$ cat config.mk
export PLATFORM = sky130hd
export DESIGN_NAME = psro_trig
export DESIGN_NICKNAME = d
export VERILOG_FILES = /design/src/rtl/core/psro_pkg.sv /design/src/rtl/core/psro_trig.sv
export SDC_FILE = /design/constraint.sdc
export NUM_CORES = 1
export LEC_CHECK = 0
export BUFFER_PORTS_ARGS = -buffer_cell sky130_fd_sc_hd__buf_2
export CORE_ASPECT_RATIO = 1.25
export CORE_UTILIZATION = 49
export DETAILED_ROUTE_END_ITERATION = 7
export PLACE_DENSITY = 0.66
export SLEW_MARGIN = 20
export SYNTH_ARGS = -nofsm -noshare
export SYNTH_HDL_FRONTEND = slang
export SYNTH_SLANG_ARGS = --single-unit
$ cat constraint.sdc
create_clock -name i_clk -period 21.3 [get_ports i_clk]
set_input_delay 4.26 -clock i_clk [delete_from_list [all_inputs] [get_ports i_clk]]
set_output_delay 4.26 -clock i_clk [all_outputs]
set_load 0.01 [all_outputs]
$ cat src/rtl/core/psro_pkg.sv
package psro_pkg;

    // Fixed-point formats
    localparam int TrigFracBitsDef = 15;
    localparam int ScaleFracBits   = 8;

    // Degree landmarks
    localparam logic [8:0] DegQuarter   = 9'd90;
    localparam logic [8:0] DegHalf      = 9'd180;
    localparam logic [8:0] DegThreeQtr  = 9'd270;
    localparam logic [8:0] DegFull      = 9'd360;
    localparam int         DegHalfTurn  = 180;

    // pi in Q30
    localparam logic [63:0] PiQ30 = 64'hC90F_DAA2;

    // Taylor divisors (2k)(2k+1), k = 1..12
    localparam logic [9:0] TaylorDiv [12] = '{
        10'd6, 10'd20, 10'd42, 10'd72, 10'd110, 10'd156,
        10'd210, 10'd272, 10'd342, 10'd420, 10'd506, 10'd600
    };

    // Configuration register indexes
    typedef enum logic [2:0] {
        CFG_SCALE   = 3'd0,
        CFG_TILT_X  = 3'd1,
        CFG_TILT_Y  = 3'd2,
        CFG_TILT_Z  = 3'd3,
        CFG_SHIFT_X = 3'd4,
        CFG_SHIFT_Y = 3'd5
    } t_cfg_idx;

    localparam logic [15:0] ScaleReset = 16'd256;

    // Enables of a two-register pipeline section
    typedef struct packed {
        logic en_a;
        logic en_b;
    } t_stg_ctl;

    // sin of deg (0..90) as unsigned value with frac fraction bits.
    // Only evaluated at elaboration to build the lookup table.
    function automatic logic [63:0] sin_quadrant(input int unsigned deg,
                                                 input int unsigned frac);
        logic [63:0] x;
        logic [63:0] x2;
        logic [63:0] term;
        logic [63:0] sum;
        logic [63:0] r;
        x    = (64'(deg) * PiQ30 + 64'(DegHalfTurn / 2)) / DegHalfTurn;
        x2   = (x * x) >> 30;
        term = x;
        sum  = x;
        for (int k = 1; k <= 12; k++) begin
            term = ((term * x2) >> 30) / TaylorDiv[k-1];
            if (k % 2 == 1) begin
                sum = (sum >= term) ? sum - term : 64'd0;
            end else begin
                sum = sum + term;
            end
        end
        r = ((sum >> (29 - frac)) + 64'd1) >> 1;
        if (r > (64'd1 << frac)) begin
            r = 64'd1 << frac;
        end
        return r;
    endfunction

endpackage

$ cat src/rtl/core/psro_trig.sv
module psro_trig import psro_pkg::*; #(
    parameter int TRIG_FRAC_BITS = TrigFracBitsDef
) (
    input  logic                             i_clk,
    input  logic [8:0]                       i_angle,
    output logic signed [TRIG_FRAC_BITS+1:0] o_sin,
    output logic signed [TRIG_FRAC_BITS+1:0] o_cos
);

    localparam int TW = TRIG_FRAC_BITS + 2;

    typedef struct packed {
        logic       neg;
        logic [6:0] idx;
    } t_tab_sel;

    logic [TRIG_FRAC_BITS:0] w_tab [0:90];

    for (genvar g = 0; g <= 90; g++) begin : g_tab
        localparam logic [63:0] Val = sin_quadrant(g, TRIG_FRAC_BITS);
        assign w_tab[g] = Val[TRIG_FRAC_BITS:0];
    end

    // fold an angle in 0..359 onto the first quadrant
    function automatic t_tab_sel fold(input logic [8:0] a);
        t_tab_sel   s;
        logic [8:0] d;
        if (a < DegQuarter) begin
            s.neg = 1'b0;
            d     = a;
        end else if (a < DegHalf) begin
            s.neg = 1'b0;
            d     = DegHalf - a;
        end else if (a < DegThreeQtr) begin
            s.neg = 1'b1;
            d     = a - DegHalf;
        end else begin
            s.neg = 1'b1;
            d     = DegFull - a;
        end
        s.idx = d[6:0];
        return s;
    endfunction

    logic [8:0]               w_a;
    logic [8:0]               w_b;
    t_tab_sel                 w_sel_s;
    t_tab_sel                 w_sel_c;
    logic signed [TW-1:0]     w_mag_s;
    logic signed [TW-1:0]     w_mag_c;
    logic signed [TW-1:0]     n_sin;
    logic signed [TW-1:0]     n_cos;
    logic signed [TW-1:0]     r_sin;
    logic signed [TW-1:0]     r_cos;

    always_comb begin
        w_a = (i_angle >= DegFull) ? i_angle - DegFull : i_angle;
        w_b = w_a + DegQuarter;
        if (w_b >= DegFull) begin
            w_b = w_b - DegFull;
        end
        w_sel_s = fold(w_a);
        w_sel_c = fold(w_b);
        w_mag_s = $signed({1'b0, w_tab[w_sel_s.idx]});
        w_mag_c = $signed({1'b0, w_tab[w_sel_c.idx]});
        n_sin   = w_sel_s.neg ? -w_mag_s : w_mag_s;
        n_cos   = w_sel_c.neg ? -w_mag_c : w_mag_c;
    end

    always_ff @(posedge i_clk) begin
        r_sin <= n_sin;
        r_cos <= n_cos;
    end

    assign o_sin = r_sin;
    assign o_cos = r_cos;

endmodule

**After elaboration in Yosys (flattened, before gate mapping)**

Memories as Yosys holds them, arrays and structs flattened.
Cells that the tools add are included.

- Output and inout bits: 34
- Register bits: 34
- Input bits: 10
- Memory bits (writable): 0
- Bits in read-only memories: 4,096
- Bits in latches: 0
- Memories kept: 2
- Logic and storage cells: 47

Memories:

| memory | words | width | rd ports | clocked after memory_dff | write ports | RTL line | source |
|---|---|---|---|---|---|---|---|
| (name not given) | 128 | 16 | 1 | 0 | 0 | psro_trig.sv:65 | `w_mag_c = $signed({1'b0, w_tab[w_sel_c.idx]});` |
| (name not given) | 128 | 16 | 1 | 0 | 0 | psro_trig.sv:64 | `w_mag_s = $signed({1'b0, w_tab[w_sel_s.idx]});` |

- Equality and inequality tests: 0
- Reduce and logical (&&, ||, !) cells: 0
- $add $sub $neg: 11
- Bitwise gates (word level): 2
- Shift-type cells: 0
- Divide/modulo/power cells: 0
- Muxes and demuxes: 18
- Multiply operators: 0
- Order comparisons: 10

Operators by type and width:

| operator | count |
|---|---|
| $mux 16 | 6 |
| $mux 7 | 6 |
| $neg 16->17 | 2 |
| $ge 9x9->1 const B | 2 |
| $lt 9x7->1 const B | 2 |
| $lt 9x8->1 const B | 2 |
| $lt 9x9->1 const B | 2 |
| $mux 9 | 2 |
| $sub 9x9->9 const B | 2 |
| $ge 8x8->1 const B | 2 |
| $not 7->8 | 2 |
| $sub 6x7->7 const A | 2 |
| $sub 7x6->7 const B | 2 |
| $sub 7x7->7 const A | 2 |
| $add 9x7->9 const B | 1 |
| $mux 1 | 4 |

**Depth between registers and ports, before layout**

- Word-level depth: 15
- Gate-level depth with buffers: 39

**Least setup slack after synthesis**

Ideal clock, no wire load.

- Path type: input-to-reg
- Start point: input port i_angle[3]
- End point: register r_cos[15], in the netlist o_cos[15]
- Path buffers: 6
- Arrival: 11,544 ps
- Slack: 9,670 ps
- Stages: 36
- Path through: buf_4 > clkbuf_1 > inv_1 > ha_1 > nand2b_1 > o211a_1 > buf_6 > xnor2_4 > ha_1 > and2_1 > nor2_1 > o31ai_1 > ha_1 > nand2_1 > a2111oi_0 > nor3_1 > o22a_2 > a211o_2 > inv_4 > a22o_1 > o21ai_1 > a31oi_1 > mux2i_1 > buf_2 > buf_2 > ha_1 > clkbuf_1 > nor2_1 > a221oi_1 > a21oi_1 > o221ai_1 > o211ai_1 > o22ai_1 > and2b_2 > and3_1 > a221oi_2

- Longest elaborated chain between the ends: 15
- Elaborated cells on any way between the ends: 24

RTL lines:

| element | RTL line | source |
|---|---|---|
| from (decl) | psro_trig.sv:5 | `input logic [8:0] i_angle,` |
| $sub 9x9->9 / $ge 9x9->1 (equally long branches) | psro_trig.sv:57 | `w_a = (i_angle >= DegFull) ? i_angle - DegFull : i_angle;` |
| $mux 9 (*) | psro_trig.sv:57 |  |
| $add 9x7->9 (*) | psro_trig.sv:58 | `w_b = w_a + DegQuarter;` |
| $sub 9x9->9 / $ge 9x9->1 (equally long branches) | psro_trig.sv:60, psro_trig.sv:59 |  |
| $mux 9 (*) | psro_trig.sv:59 | `if (w_b >= DegFull) begin` |
| $lt 9x9->1 (tied with other cells) | psro_trig.sv:34 | `end else if (a < DegThreeQtr) begin` |
| $mux 7 | psro_trig.sv:34 |  |
| $mux 7 | psro_trig.sv:31 | `end else if (a < DegHalf) begin` |
| $mux 7 | psro_trig.sv:28 | `if (a < DegQuarter) begin` |
| $not 7->8 (implied by the code) | psro_trig.sv:65 |  |
| $mem_v2 128x16 | - |  |
| $mux 16 (implied by the code) (2 in a row) | psro_trig.sv:65 |  |
| $neg 16->17 | psro_trig.sv:67 | `n_cos = w_sel_c.neg ? -w_mag_c : w_mag_c;` |
| $mux 16 (*) | psro_trig.sv:67 |  |
| via n_cos[15] | psro_trig.sv:52 | `logic signed [TW-1:0] n_cos;` |
| to (signal assigned) | psro_trig.sv:72 | `r_cos <= n_cos;` |
| to (decl) | psro_trig.sv:54 | `logic signed [TW-1:0] r_cos;` |

Mark *: on every way through the listed nets, which the timed path passes. The rest lies on a longest branch. The select of a mux whose other input is x is not followed.
A chain may end at the register's enable or synchronous reset.

**Final worst setup path**

- Start point: input port i_angle[2]
- End point: register r_cos[12], in the netlist o_cos[12]

The elaborated chain is that of the path after synthesis.

==> metrics.txt <==
outcome=completed; setup TNS=0 ps; unrepaired setup endpoints after global routing=no; Synth Register Bits=34; largest net degree at the start of global routing=62; die footprint=16300 µm²; initial antenna violation count=0; vias post-DR=9125; Most common cell on crit path=ha_1; Cell Area, Synth=7730 µm²; ratio of cells with drive above 1 in the final layout=13.2%; number of hold violations in the final report=0; Area Overhead vs Synth=4.05%; Placer Congestion=0.930; Die Y-Extent=142 µm; Fillers=1536; crit path max-delay cell type=o31ai_1; fin crit share=61.2%; Total Routed Length=26300 µm; drt via density=7.08; # IOs=44; maximum vdd ir drop=0.0799 mV; DRT Pass-1 Iters=6; Post-DP Area=approximately 7900 µm²; first-pass GRT wire length=42500 µm; Max stage delay on crit path=about 680 ps; Worst Setup SP=i_angle[2]; Worst path top cell family by delay=compound AO/OA/AOI/OAI gates; antenna cell count=0; Top FF cell, synth=dfxtp_1; Residual DRC=0; most common cell after layout, fill and taps aside=nand2_1; WP data required=21500 ps; EDFF count, synth=0; Post-CTS Hold Buffers=0; CP Capture Type=flip-flop; Cell variety after synth=110; clk slew on worst S/H paths=around 50 ps; critical path class=in -> reg; sequential area share after synthesis=8.81%; most frequent cells in the layout=111 x nand2_1, 94 x a21oi_1, 77 x o21ai_0, 76 x nor2_1, 45 x nand3_1; Yosys warning total=0; Syn Inst Count=1110; CP bufs+invs=6; Syn Nets=1150; Nets=1120; PostCTS Resize Cnt=0; die width=between 100 and 150 µm; Max Fclk=76.7 MHz; LEAKAGE=about 2.9 nW; htree depth=2; post-CTS setup buffer count=0; total grt overflow=0; Root Driver=clkbuf_16; design area=about 8000 µm²; ANT nets after route=0; CTS tree=built; row count=50; crit path to=o_cos[12]$_DFF_P_; WHS=4860 ps; clk sink count=34; DR iter-0 viols=1072; Post-DP HPWL=around 18000 µm; CTS Buf Count=5; Syn Area/Cell=slightly below 7 µm²; gr usage total=31.9%; crit path max fanout=24; # setup viols final=0; clock buffer depth=2; vias in the first global route=about 8.3k; PortBufs=43; critical path arrival=13230 ps; ys async rst share=0%; Worst setup SP type=primary input; Hold WC Path Type=in -> reg; Worst-Margin Slew=1170 ps; wire per inst=20.4 µm; PD cells=around 120 nW/µm²; Final Slew Violations=0; relative slew slack=20.9%; max-capacitance violation count=0; Initial Utilization=50.8%; Tmin final=13030 ps; CP Depth=35; core outline area=15200 µm²
[registers in the layout, summed over array words and instances, names as in the netlist]
| signal | cells |
|---|---|
| o_cos | 17 |
| o_sin | 17 |
[kinds of logic after synthesis]
family                     share of synthesized area [%]
AOI/OAI and AO/OA                                   45.8
adders and majority gates                           4.86
DFF                                                 8.81
and+or+nand+nor                                     23.4
muxes                                               3.42
xor gates and xnor gates                            6.17
buffers and inverters                               7.53
[through the flow]
stage / setup WS [ps] / power [mW] / util (%) / instances
after global routing: 7520 / 1.08 / 52.9 / 1288
after detailed placement: 8170 / 0.914 / 52.0 / 1281
final: 8270 / 1.00 / 52.9 / 1288
after CTS: 8410 / 0.983 / 52.9 / 1288
after global placement: 8380 / 0.911 / 52.0 / 1281
after floorplan: 9670 / 0.744 / - / 1110
[final cells by class]
class	count	area [µm²]	share of cell area, %
Multi-Input combinational cell	951	6500	80.8
Sequential cell	34	681	8.46
Timing Repair Buffer	64	373	4.64
Tap cell	208	260	3.24
Clock buffer	5	125	1.56
Inverter	24	92.6	1.15
Clock inverter	2	10.0	0.124
[layer usage]
| layer | global-route usage [%] | share of wire [%] | wire length (µm) | vias to the layer above |
|---|---|---|---|---|
| li1 | - | - | - | 4274 |
| met1 | 40.7 | 40 | 10400 | 4185 |
| met2 | 52.5 | 47 | 12300 | 569 |
| met3 | 3.88 | 9.6 | 2520 | 97 |
| met4 | 16.3 | 3.9 | 1030 | 0 |
| met5 | 0 | 0 | 0 | - |
[power by group]
group | switching (mW) | internal (mW)
registers | 0.00520 | 0.0992
logic | 0.533 | 0.301
clock network | 0.0223 | 0.0420
[worst min path at each step]
stage | startpoint | end | slack (ps) | depth (start not counted)
after CTS | i_angle[6] | o_sin[16]$_SDFF_PN0_ | 4840 | 5
after global placement | o_sin[9]$_DFF_P_ | o_sin[9] | 4650 | 1
final | i_angle[6] | o_sin[16]$_SDFF_PN0_ | 4860 | 5
after detailed placement | o_sin[9]$_DFF_P_ | o_sin[9] | 4650 | 1
after global routing | i_angle[6] | o_sin[16]$_SDFF_PN0_ | 4910 | 5
after floorplan | o_cos[0]$_DFF_P_ | o_cos[0] | 4560 | 0
[synth_stat cells (all sizes together), types with 6 or more instances]
library cell	count	share of area (%)
a211oi	24	2.7
o211ai	21	2.0
a2111oi	7	0.95
nor2b	7	0.57
o32ai	6	1.0
a211o	12	1.4
xnor2	40	5.0
nand3b	6	0.58
buf	56	4.1
o22ai	13	1.1
a41oi	6	0.78
ha	30	4.9
nand2	113	5.6
a311o	7	0.91
a32oi	11	1.2
o21a	9	0.87
o31ai	14	1.7
inv	22	1.1
a21boi	6	0.63
nand2b	6	0.49
or3	11	0.89
mux2i	16	2.4
o2111ai	10	1.1
nor4	7	0.73
a31oi	31	2.9
nor2	79	4.1
clkbuf	45	2.2
a21o	12	1.2
and2	9	0.73
o21ai	92	6.1
xor2	8	0.91
a221oi	15	2.1
a311oi	11	1.4
o311ai	10	1.1
nor3	43	2.8
dfxtp	34	8.8
nand3	45	2.9
a21oi	97	6.4
o221ai	14	1.7
nand4	10	0.81
a22oi	6	0.58
and3	18	1.5
[worst min-delay path: stages]
cell and delay [ps]:
buf_2 150, o211ai_1 140, o2bb2ai_1 220, nor2_1 180, a21oi_1 140
Note: power is estimated with default switching activity, not from simulation.
